File: config.mk
export PLATFORM = sky130hd
export DESIGN_NAME = flexray_record_deframer
export DESIGN_NICKNAME = d
export VERILOG_FILES = /design/src/sv/frd_pkg.sv /design/src/sv/flexray_record_deframer.sv /design/src/sv/frd_payload_ram.sv
export SDC_FILE = /design/constraint.sdc
export NUM_CORES = 2
export LEC_CHECK = 0
export ABC_CLOCK_PERIOD_IN_PS = 9300
export BUFFER_PORTS_ARGS = -buffer_cell sky130_fd_sc_hd__buf_2
export CAP_MARGIN = 20
export CORE_MARGIN = 10
export CORE_UTILIZATION = 39
export CTS_BUF_LIST = sky130_fd_sc_hd__clkbuf_8
export CTS_CLUSTER_SIZE = 12
export DETAILED_ROUTE_END_ITERATION = 6
export GPL_TIMING_DRIVEN = 1
export PLACE_DENSITY = 0.61
export SLEW_MARGIN = 5
export SYNTH_ARGS = -nofsm -noshare
export SYNTH_HDL_FRONTEND = slang
export SYNTH_SLANG_ARGS = --single-unit
File: constraint.sdc
create_clock -name clk -period 9.3 [get_ports clk]
set_input_delay 1.86 -clock clk [delete_from_list [all_inputs] [get_ports clk]]
set_output_delay 1.86 -clock clk [all_outputs]
set_load 0.05 [all_outputs]
File: src/sv/frd_pkg.sv
// ----------------------------------------------------------------------------
// frd_pkg: shared types, constants and CRC helpers
// Parse phases, control states and the bitwise CRC-11 / CRC-24 steps used by
// the FlexRay record deframer.
// ----------------------------------------------------------------------------
package frd_pkg;

  localparam int MAX_PAYLOAD_BYTES_DEF = 254;

  localparam logic [10:0] CRC11_INIT = 11'h01A;
  localparam logic [10:0] CRC11_POLY = 11'h385;
  localparam logic [23:0] CRC24_INIT = 24'hFEDCBA;
  localparam logic [23:0] CRC24_POLY = 24'h5D6DCB;

  localparam logic [15:0] BODY_OVERHEAD = 16'd9;
  localparam logic [2:0]  REPLAY_LEN    = 3'd5;

  typedef enum logic [2:0] {
    PH_LEN_LO,
    PH_LEN_HI,
    PH_SRC,
    PH_HDR,
    PH_PAY,
    PH_CRC
  } phase_t;

  typedef enum logic [1:0] {
    ST_FEED,
    ST_REPLAY,
    ST_RD,
    ST_OUT
  } state_t;

  // Shift the low nbits of data (msb first) through the CRC-11 register.
  function automatic logic [10:0] crc11_bits(input logic [10:0] crc,
                                             input logic [7:0] data,
                                             input logic [3:0] nbits);
    logic [10:0] c;
    logic        fb;
    c = crc;
    for (int i = 7; i >= 0; i--) begin
      if (i < int'(nbits)) begin
        fb = data[i] ^ c[10];
        c  = {c[9:0], 1'b0};
        if (fb) c = c ^ CRC11_POLY;
      end
    end
    return c;
  endfunction

  function automatic logic [23:0] crc24_byte(input logic [23:0] crc,
                                             input logic [7:0] data);
    logic [23:0] c;
    logic        fb;
    c = crc;
    for (int i = 7; i >= 0; i--) begin
      fb = data[i] ^ c[23];
      c  = {c[22:0], 1'b0};
      if (fb) c = c ^ CRC24_POLY;
    end
    return c;
  endfunction

endpackage

File: src/sv/flexray_record_deframer.sv
// ----------------------------------------------------------------------------
// flexray_record_deframer: FlexRay record parser with CRC-11/CRC-24 check
// Parses the record byte stream, checks both CRCs and emits payload words.
// ----------------------------------------------------------------------------
// Usage:
//   in_*  : one record byte per beat (in_valid / in_stall); the block stalls
//           the input while it replays or bursts.
//   cfg_* : bus base write, always ready; write only while idle.
//   out_* : one payload word per beat, held in an output register that the
//           receiver may stall for any time.
// Throughput: one byte per cycle while parsing. A header word-count
// mismatch replays five buffered bytes, one per cycle, with the input stalled.
// After the last CRC byte a good frame is sent as ceil(payload bytes/4)
// words, or one empty word; each word passes through a payload RAM read
// (ST_RD) and then an output register load (ST_OUT).
// Bad frames produce nothing.
// Reset (rst_n low, synchronous) returns the parser to waiting for a length
// low byte and drops any held output word; the payload RAM is not cleared.
// While out_stall is high the current word holds and the burst waits.
// ----------------------------------------------------------------------------
module flexray_record_deframer #(
  parameter int MAX_PAYLOAD_BYTES = frd_pkg::MAX_PAYLOAD_BYTES_DEF
) (
  input  logic        clk,
  input  logic        rst_n,
  input  logic        in_valid,
  output logic        in_stall,
  input  logic [7:0]  in_data_byte,
  input  logic        cfg_valid,
  output logic        cfg_ready,
  input  logic [7:0]  cfg_bus_base,
  output logic        out_valid,
  input  logic        out_stall,
  output logic [10:0] out_fr_id,
  output logic [8:0]  out_bus_number,
  output logic [5:0]  out_cyc_cnt,
  output logic [7:0]  out_payload_bytes,
  output logic [5:0]  out_word_index,
  output logic [31:0] out_pay_word,
  output logic        out_last
);

  import frd_pkg::*;

  localparam int WORDS = (MAX_PAYLOAD_BYTES + 3) / 4;
  localparam int AW    = (WORDS > 1) ? $clog2(WORDS) : 1;
  localparam int KW    = $clog2(WORDS + 1);
  localparam int PW    = ($clog2(MAX_PAYLOAD_BYTES + 1) > 3) ?
                         $clog2(MAX_PAYLOAD_BYTES + 1) : 3;
  localparam logic [15:0] MAX_BODY = 16'(MAX_PAYLOAD_BYTES + 9);

  state_t      st_r, st_nxt;
  phase_t      ph_r, ph_nxt;
  logic [7:0]  recent_r [6];
  logic [7:0]  recent_nxt [6];
  logic [7:0]  rep_r [5];
  logic [2:0]  rep_cnt_r, rep_cnt_nxt;
  logic [PW-1:0] pos_r, pos_nxt;
  logic [15:0] len_r, len_nxt;
  logic [39:0] hdr_r, hdr_nxt;
  logic [7:0]  src_r, src_nxt;
  logic [23:0] crc24_r, crc24_nxt;
  logic [23:0] rx_r, rx_nxt;
  logic [10:0] crc11_r, crc11_nxt;
  logic [7:0]  bus_off_r;
  logic [KW-1:0] kw_r;

  logic        fire, rescan, finish, good, mem_we, load, last_word;
  logic [7:0]  b;
  logic [15:0] len_t;
  logic [10:0] hcrc;
  logic [7:0]  pb;
  logic [8:0]  nw;
  logic [31:0] rdata, word_m;

  assign cfg_ready = 1'b1;
  assign in_stall  = (st_r != ST_FEED);
  assign fire      = (st_r == ST_FEED && in_valid) || (st_r == ST_REPLAY);
  assign b         = (st_r == ST_REPLAY) ? rep_r[0] : in_data_byte;

  // byte parser
  always_comb begin
    ph_nxt    = ph_r;
    pos_nxt   = pos_r;
    len_nxt   = len_r;
    hdr_nxt   = hdr_r;
    src_nxt   = src_r;
    crc24_nxt = crc24_r;
    rx_nxt    = rx_r;
    crc11_nxt = crc11_r;
    rescan    = 1'b0;
    finish    = 1'b0;
    mem_we    = 1'b0;
    len_t     = {b, len_r[7:0]};
    for (int i = 0; i < 5; i++) recent_nxt[i] = recent_r[i+1];
    recent_nxt[5] = b;
    unique case (ph_r)
      PH_LEN_LO: begin
        len_nxt = {8'h00, b};
        ph_nxt  = PH_LEN_HI;
      end
      PH_LEN_HI: begin
        if (len_t < BODY_OVERHEAD || len_t > MAX_BODY) begin
          len_nxt = {8'h00, b};
        end else begin
          len_nxt = len_t;
          ph_nxt  = PH_SRC;
        end
      end
      PH_SRC: begin
        src_nxt   = b;
        crc24_nxt = CRC24_INIT;
        crc11_nxt = CRC11_INIT;
        hdr_nxt   = '0;
        rx_nxt    = '0;
        pos_nxt   = '0;
        ph_nxt    = PH_HDR;
      end
      PH_HDR: begin
        hdr_nxt   = {hdr_r[31:0], b};
        crc24_nxt = crc24_byte(crc24_r, b);
        pos_nxt   = pos_r + PW'(1);
        if (pos_r == PW'(0)) crc11_nxt = crc11_bits(crc11_r, b, 4'd5);
        if (pos_r == PW'(1)) crc11_nxt = crc11_bits(crc11_r, b, 4'd8);
        if (pos_r == PW'(2)) crc11_nxt = crc11_bits(crc11_r, {1'b0, b[7:1]}, 4'd7);
        if (pos_r == PW'(2) && {8'h00, b[7:1], 1'b0} != len_r - BODY_OVERHEAD) begin
          // word count disagrees: drop the length low byte and rescan
          ph_nxt  = PH_LEN_LO;
          pos_nxt = '0;
          rescan  = 1'b1;
        end else if (pos_r == PW'(4)) begin
          pos_nxt = '0;
          ph_nxt  = (len_r == BODY_OVERHEAD) ? PH_CRC : PH_PAY;
        end
      end
      PH_PAY: begin
        mem_we    = 1'b1;
        crc24_nxt = crc24_byte(crc24_r, b);
        pos_nxt   = pos_r + PW'(1);
        if (16'(pos_r) + 16'd1 >= len_r - BODY_OVERHEAD) begin
          pos_nxt = '0;
          ph_nxt  = PH_CRC;
        end
      end
      PH_CRC: begin
        rx_nxt  = {rx_r[15:0], b};
        pos_nxt = pos_r + PW'(1);
        if (pos_r == PW'(2)) begin
          finish  = 1'b1;
          pos_nxt = '0;
          ph_nxt  = PH_LEN_LO;
        end
      end
      default: begin
        ph_nxt  = PH_LEN_LO;
        pos_nxt = '0;
      end
    endcase
  end

  assign hcrc = {hdr_r[16], hdr_r[15:8], hdr_r[7:6]};
  assign good = (crc11_r == hcrc) && (crc24_r == rx_nxt);
  assign pb   = 8'(len_r - BODY_OVERHEAD);
  assign nw   = (pb == 8'd0) ? 9'd1 : 9'(({1'b0, pb} + 9'd3) >> 2);
  assign last_word = (9'(kw_r) + 9'd1 == nw);
  assign load = (st_r == ST_OUT) && (!out_valid || !out_stall);

  always_comb begin
    for (int j = 0; j < 4; j++) begin
      if (10'(kw_r) * 10'd4 + 10'(j) < 10'(pb)) word_m[31-8*j -: 8] = rdata[31-8*j -: 8];
      else word_m[31-8*j -: 8] = 8'h00;
    end
  end

  // control next state
  always_comb begin
    st_nxt      = st_r;
    rep_cnt_nxt = rep_cnt_r;
    unique case (st_r) inside
      ST_FEED, ST_REPLAY: begin
        if (st_r == ST_REPLAY) rep_cnt_nxt = rep_cnt_r - 3'd1;
        if (fire && rescan) begin
          st_nxt      = ST_REPLAY;
          rep_cnt_nxt = REPLAY_LEN;
        end else if (fire && finish && good) begin
          st_nxt = ST_RD;
        end else if (st_r == ST_REPLAY && rep_cnt_r == 3'd1) begin
          st_nxt = ST_FEED;
        end
      end
      ST_RD:  st_nxt = ST_OUT;
      ST_OUT: if (load) st_nxt = last_word ? ST_FEED : ST_RD;
      default: st_nxt = ST_FEED;
    endcase
  end

  always_ff @(posedge clk) begin
    if (!rst_n) begin
      st_r      <= ST_FEED;
      ph_r      <= PH_LEN_LO;
      rep_cnt_r <= '0;
      pos_r     <= '0;
      len_r     <= '0;
      hdr_r     <= '0;
      src_r     <= '0;
      crc24_r   <= CRC24_INIT;
      rx_r      <= '0;
      crc11_r   <= CRC11_INIT;
      bus_off_r <= '0;
      kw_r      <= '0;
      out_valid <= 1'b0;
      for (int i = 0; i < 6; i++) recent_r[i] <= 8'h00;
    end else begin
      st_r      <= st_nxt;
      rep_cnt_r <= rep_cnt_nxt;
      if (cfg_valid && cfg_ready) bus_off_r <= cfg_bus_base;
      if (fire) begin
        ph_r    <= ph_nxt;
        pos_r   <= pos_nxt;
        len_r   <= len_nxt;
        hdr_r   <= hdr_nxt;
        src_r   <= src_nxt;
        crc24_r <= crc24_nxt;
        rx_r    <= rx_nxt;
        crc11_r <= crc11_nxt;
        for (int i = 0; i < 6; i++) recent_r[i] <= recent_nxt[i];
      end
      if (load) kw_r <= last_word ? '0 : kw_r + KW'(1);
      if (load) out_valid <= 1'b1;
      else if (!out_stall) out_valid <= 1'b0;
    end
  end

  // replay buffer: capture the five bytes after the dropped low byte, then shift
  always_ff @(posedge clk) begin
    if (fire && rescan) begin
      for (int i = 0; i < 5; i++) rep_r[i] <= recent_nxt[i+1];
    end else if (st_r == ST_REPLAY) begin
      for (int i = 0; i < 4; i++) rep_r[i] <= rep_r[i+1];
      rep_r[4] <= 8'h00;
    end
  end

  always_ff @(posedge clk) begin
    if (load) begin
      out_fr_id         <= {hdr_r[34:32], hdr_r[31:24]};
      out_bus_number    <= 9'(src_r) + 9'(bus_off_r);
      out_cyc_cnt       <= hdr_r[5:0];
      out_payload_bytes <= pb;
      out_word_index    <= 6'(kw_r);
      out_pay_word      <= word_m;
      out_last          <= last_word;
    end
  end

  frd_payload_ram #(
    .WORDS (WORDS),
    .AW    (AW)
  ) u_ram (
    .clk   (clk),
    .we    (fire && mem_we),
    .waddr (AW'(pos_r >> 2)),
    .wlane (pos_r[1:0]),
    .wdata (b),
    .raddr (AW'(kw_r)),
    .rdata (rdata)
  );

`ifndef SYNTHESIS
  a_no_write_in_burst: assert property (@(posedge clk) disable iff (!rst_n)
    (st_r == ST_RD || st_r == ST_OUT) |-> !fire)
    else $error("payload write during output burst");
  a_replay_count: assert property (@(posedge clk) disable iff (!rst_n)
    (st_r == ST_REPLAY) |-> (rep_cnt_r != 3'd0))
    else $error("replay with empty count");
  a_burst_continues: assert property (@(posedge clk) disable iff (!rst_n)
    (out_valid && !out_stall && !out_last) |-> (st_r == ST_RD || st_r == ST_OUT))
    else $error("burst ended before last beat");
  a_no_rescan_in_replay: assert property (@(posedge clk) disable iff (!rst_n)
    (st_r == ST_REPLAY) |-> !(rescan || finish))
    else $error("rescan or frame end during replay");
`endif

endmodule

File: src/sv/frd_payload_ram.sv
// ----------------------------------------------------------------------------
// frd_payload_ram: payload byte store
// Four byte-lane memories, written one byte at a time and read one full
// 32-bit word at a time with a registered read port.
// ----------------------------------------------------------------------------
module frd_payload_ram #(
  parameter int WORDS = 64,
  parameter int AW    = 6
) (
  input  logic          clk,
  input  logic          we,
  input  logic [AW-1:0] waddr,
  input  logic [1:0]    wlane,
  input  logic [7:0]    wdata,
  input  logic [AW-1:0] raddr,
  output logic [31:0]   rdata
);

  logic [7:0] lane0_mem [WORDS];
  logic [7:0] lane1_mem [WORDS];
  logic [7:0] lane2_mem [WORDS];
  logic [7:0] lane3_mem [WORDS];

  always_ff @(posedge clk) begin
    if (we && wlane == 2'd0) lane0_mem[waddr] <= wdata;
    if (we && wlane == 2'd1) lane1_mem[waddr] <= wdata;
    if (we && wlane == 2'd2) lane2_mem[waddr] <= wdata;
    if (we && wlane == 2'd3) lane3_mem[waddr] <= wdata;
  end

  // earliest byte lands in the top lane of the word
  always_ff @(posedge clk) begin
    rdata <= {lane0_mem[raddr], lane1_mem[raddr], lane2_mem[raddr], lane3_mem[raddr]};
  end

endmodule

== Yosys cells after proc, flatten, opt, wreduce, memory -nomap -nowiden ==
Memories as Yosys holds them, arrays and structs flattened. A register that Yosys moved wholly into a read port is not among the register bits.
Cells that the tools add are included.

* Flip-flop bits (word level): 223
* Latch bits: 0
* RAM bits: 2136
* Memory bits (read-only): 0
* Bits of input ports: 21
* Output and inout bits: 76
* Word-level logic and storage cells: 345
* Memories: 6

{| class="wikitable"
|+ Memories
! name !! words !! bits a word !! rd ports !! clocked after memory_dff !! write ports !! RTL line !! RTL
|-
| u_ram.lane0_mem || 64 || 8 || 1 || 1 || 1 || frd_payload_ram.sv:19 || <nowiki>logic [7:0] lane0_mem [WORDS];</nowiki>
|-
| u_ram.lane1_mem || 64 || 8 || 1 || 1 || 1 || frd_payload_ram.sv:20 || <nowiki>logic [7:0] lane1_mem [WORDS];</nowiki>
|-
| u_ram.lane2_mem || 64 || 8 || 1 || 1 || 1 || frd_payload_ram.sv:21 || <nowiki>logic [7:0] lane2_mem [WORDS];</nowiki>
|-
| u_ram.lane3_mem || 64 || 8 || 1 || 1 || 1 || frd_payload_ram.sv:22 || <nowiki>logic [7:0] lane3_mem [WORDS];</nowiki>
|-
| recent_r || 6 || 8 || 5 || 0 || 6 || flexray_record_deframer.sv:54 || <nowiki>logic [7:0] recent_r [6];</nowiki>
|-
| rep_r || 5 || 8 || 5 || 0 || 5 || flexray_record_deframer.sv:56 || <nowiki>logic [7:0] rep_r [5];</nowiki>
|}

* Add/sub/neg operators: 11
* Multipliers: 0
* Divide/modulo/power cells: 0
* Magnitude comparators: 7
* Equal/unequal tests: 29
* Shift operators: 0
* Muxes and demuxes: 149
* Bitwise logic cells: 79
* Reductions and logical operators: 40

{| class="wikitable"
|+ Operators by type and width
! cell !! number
|-
| 11-bit two-way mux || 37
|-
| 23-bit two-way mux || 15
|-
| 24-bit two-way mux || 14
|-
| 15-bit inverter || 15
|-
| 10-bit two-way mux || 19
|-
| 8-bit two-way mux || 16
|-
| 5-bit inverter || 18
|-
| 24-bit one-hot mux with 3 select lines || 1
|-
| 35-bit one-hot mux with 2 select lines || 1
|-
| 24-bit one-hot mux with 2 select lines || 1
|-
| 1-bit XOR || 34
|-
| 16-bit one-hot mux with 2 select lines || 1
|-
| 8-bit one-hot mux with 4 select lines || 1
|-
| 10-bit by 8-bit less-than comparator with 1-bit output || 3
|-
| 1-bit two-way mux || 25
|-
| 24-bit == test || 1
|-
| 11-bit one-hot mux with 2 select lines || 1
|-
| 3-bit two-way mux || 7
|-
| 9-bit by 2-bit adder with 10-bit output (second input constant) || 2
|-
| 3-bit one-hot mux with 6 select lines || 1
|-
| 16-bit by 4-bit == test with 1-bit output (second input constant) || 1
|-
| 9-bit by 16-bit greater-or-equal comparator with 1-bit output || 1
|-
| 16-bit by 9-bit > comparator with 1-bit output (second input constant) || 1
|-
| 8-bit zero test || 2
|-
| 43 further kinds || 97
|}

== Depth between registers and ports, before layout ==
* Depth in word-level cells: 35
* Mapped depth: 14
* Mapped depth without buffers: 13

== Hierarchy ==
Synthesis repeated with hierarchy kept, for this count alone.

* Cells, all modules: 5078
* Area total of the unflattened synthesis: 95153.8 µm²

{| class="wikitable"
|+ By module, submodules not included
! module !! instances !! cells each !! area each (µm²) !! seq. area each (µm²)
|-
| frd_payload_ram || 1 || 3630 || 79742.7 || 62139.6
|-
| flexray_record_deframer || 1 || 1448 || 15411.0 || 7357.1
|}

== Worst setup path before layout ==
OpenSTA, ideal clock, no wires.

* Path kind: in2reg
* Start: input in_data_byte[3]
* End: memory rep_r[0][0] (enable)
* Setup time: 398 ps
* Arrival: 6844 ps
* Data required time: 8902 ps
* Setup slack: 2058 ps
* Cell stages on the path: 9
* Buffers on the path: 1
* Cells stage by stage: mux2i_2 -> buf_2 -> inv_1 -> xnor2_1 -> nand4_1 -> nor4_1 -> a31oi_1 -> nand2_1 -> nand2_1

{| class="wikitable"
|+ RTL lines
! element !! RTL line !! RTL
|-
| start: declaration || flexray_record_deframer.sv:28 || <nowiki>input logic [7:0] in_data_byte,</nowiki>
|-
| end: declaration || flexray_record_deframer.sv:56 ||
|}

==> flow_metrics.tcl <==
set metrics [dict create \
    synth_edf_count 2193 \
    dieWidth_um 511 \
    finalNetCount 4999 \
    hpwlAfterDp_um 141000 \
    synth_seq_cells 2375 \
    fin_crit_sh_pct 51.0 \
    switching_share_pct 21.6 \
    grt_pass1_wl_um 340000 \
    required_ns 9.96 \
    gp_congestion 0.828 \
    grt_max_degree 176 \
    synth_warnings 0 \
    fin_ws_ns 4.55 \
    combPwrFrac_pct 3.1 \
    synth_area_sq_um 93900 \
    viasPerCell 5.57 \
    syn-mean-instance-area_sq_um 20.2 \
    drc 0 \
    first_pass_iters 7 \
    net-switching-power_uw 4520 \
    wl_um 237000 \
    ctsResizeCount 0 \
    synth.distinct_cells 79 \
    fp.dieArea_sq_um 261000 \
    ys_seq_area_share_pct 74.0 \
    fp.coreArea_sq_um 240000 \
    start_kind "register" \
    syn-num-nets 4695 \
    min_period_ns 4.75 \
    rr_startpoint "st_r[1]" \
    cts_buffers 390 \
    synth_top_area_cell "edfxtp_1" \
    syn_inst 4644 \
    clockRootBuffer "clkbuf_8" \
    cts_setup_buffers 0 \
    grt_remaining_overflow 0 \
    die_h_um 511 \
    rsz0062_at_grt "no" \
    ys.flop_type "edfxtp_1" \
    worstSetupPathType "reg -> reg" \
    grt_pass1_vias 47100 \
    hold_violations 0 \
    synthArstFlopShare_pct 0 \
    p_per_area_nw_per_um2 199 \
    max_slew_margin_pct 23.7 \
    antenna_left 0 \
    clock_sinks 2375 \
    start_util_pct 39.1 \
    port_buffers 95 \
    startpoint "st_r[1]" \
    setup_viol_count_final 0 \
    area_delta_synth_final_pct 12.3 \
    nFillCells 20600 \
    maxCapViolCount 0 \
    antenna_found_initial 18 \
    worstHoldPathCells 0 \
    postCtsHoldBufs 0 \
    p_clk_share_pct 41.0 \
    htreeDepth 5 \
    row_count 180 \
    slew_violations 0 \
    clk_path_buf_depth 4 \
    leakagePower_uw 0.0324 \
    num_io_pins 97 \
    end_kind "register" \
    routedWlPerCell_um 28.1 \
    worst_ir_drop_vdd_v 0.000161 \
    multiInputGateArea_sq_um 23200 \
    rr_worst_depth 9 \
    cts_tree "built" \
    pwr-share-seq_pct 56.0 \
    path_max_fanout 162 \
    synth_top_cells_by_area "edfxtp_1, mux4_2, dfxtp_1, nor2_1, xnor2_1" \
    yosysMostFrequentCell "edfxtp_1" \
    timing.setup.tns_ns 0 \
    min_from "hdr_r[27]" \
    hp-class "reg -> reg" \
    status "complete, no violations" \
    insertion_delay_ns 1.07 \
    ys_top_cells_by_count "edfxtp_1, mux4_2, nor2_1" \
    num_vias 47000 \
    grt_use_total_pct 17.9 \
    drtIter0Drc 5400 \
    drive_above_1_share_pct 27.1 \
    clock_skew_ns 0.0840 \
    dp_slack_ns 3.60 \
    worst_slew_pin_slew_ns 1.14 \
    seqCellArea_sq_um 69500 \
    clkSlewWorstSetupHoldPaths_ns 0.07 \
    synth.top_cell.area_share_pct 70.2 \
    arrival_ns 5.41 \
    internal_power_uw 16400 \
    fmax_ghz 0.211 \
]
## layout make-up
cell class                      count  share of cell area [%]
Clock buffer                      422                    5.51
Timing Repair Buffer              181                    1.18
Multi-Input combinational cell   1960                    22.0
Sequential cell                  2375                    65.9
Antenna cell                       14                  0.0332
Inverter                           40                   0.204
Clock inverter                    257                    1.31
Tap cell                         3185                    3.78
## power by group through the flow
stage                     clock (uW)  combinational, uW  sequential (uW)
final                           8580                640            11700
after global routing            9220                687            11700
after CTS                       8730                642            11700
after detailed placement           0                640            11900
after global placement             0                624            11900
after floorplan                    0                422            11900
## final timing paths
path,end,slack (ns)
setup / recovery,rep_r[0][37],4.55
hold / removal,out_fr_id[3],0.44
setup reg to reg,rep_r[0][37],4.55
hold reg to reg,out_fr_id[3],0.44
## placed cells by master (no fill, tap or decap), types with 75 or more instances in the layout
cell / count
dfxtp_1: 176
buf_2: 95
clkinv_1: 75
edfxtp_1: 2193
xnor2_1: 123
nor2_1: 412
mux4_2: 672
nand2_1: 143
inv_1: 158
clkbuf_8: 422
## cells by family after synthesis
group                      count (synthesis)  synth area share, %
adders and majority gates                 35                0.461
and+or+nand+nor                          745                 3.47
DFF                                     2375                 74.0
buffers and inverters                    309                 1.27
muxes                                    725                 16.8
AOI/OAI and AO/OA                        265                 1.91
other                                      1              0.00400
xor gates and xnor gates                 189                 2.05
## stage by stage
stage / area [sq um] / power, uW / std cells / hold slack (ns) / util [%]
final: 105000 / 20900 / 8434 / 0.436 / 43.9
after CTS: 105000 / 21100 / 8411 / 0.435 / 43.8
after global routing: 105000 / 21600 / 8427 / 0.458 / 43.9
after floorplan: 93900 / 12400 / 4644 / 0.409 / -
after detailed placement: 98100 / 12600 / 7732 / 0.422 / 40.8
after global placement: 98100 / 12600 / 7731 / 0.422 / 40.8
## critical path, stage by stage, from the launching register on
cell	delay (ns)
dfxtp_1	0.43
nand2b_1	0.32
buf_4	0.34
mux2i_4	0.60
inv_8	0.39
xnor2_1	0.30
nor4_1	0.08
a31oi_1	0.78
nand2_1	0.31
nand2_2	0.79
## sequential cells by signal, indices dropped and copies added, names as in the netlist, 32 cells and up
signal,count
recent_r,32
u_ram.rdata,32
out_pay_word,32
u_ram.lane2_mem,512
hdr_r,35
rep_r,40
u_ram.lane1_mem,512
u_ram.lane3_mem,512
u_ram.lane0_mem,512
## metal layers
layer  up-vias  track usage, %  share of wire [%]
met4        18            5.68                3.0
met3       451            4.72                8.4
met2      2000            27.9                 47
met5         -           0.333              0.089
met1     24900            24.6                 41
li1      19600               -                  -
Note: power is estimated with default switching activity, not from simulation.
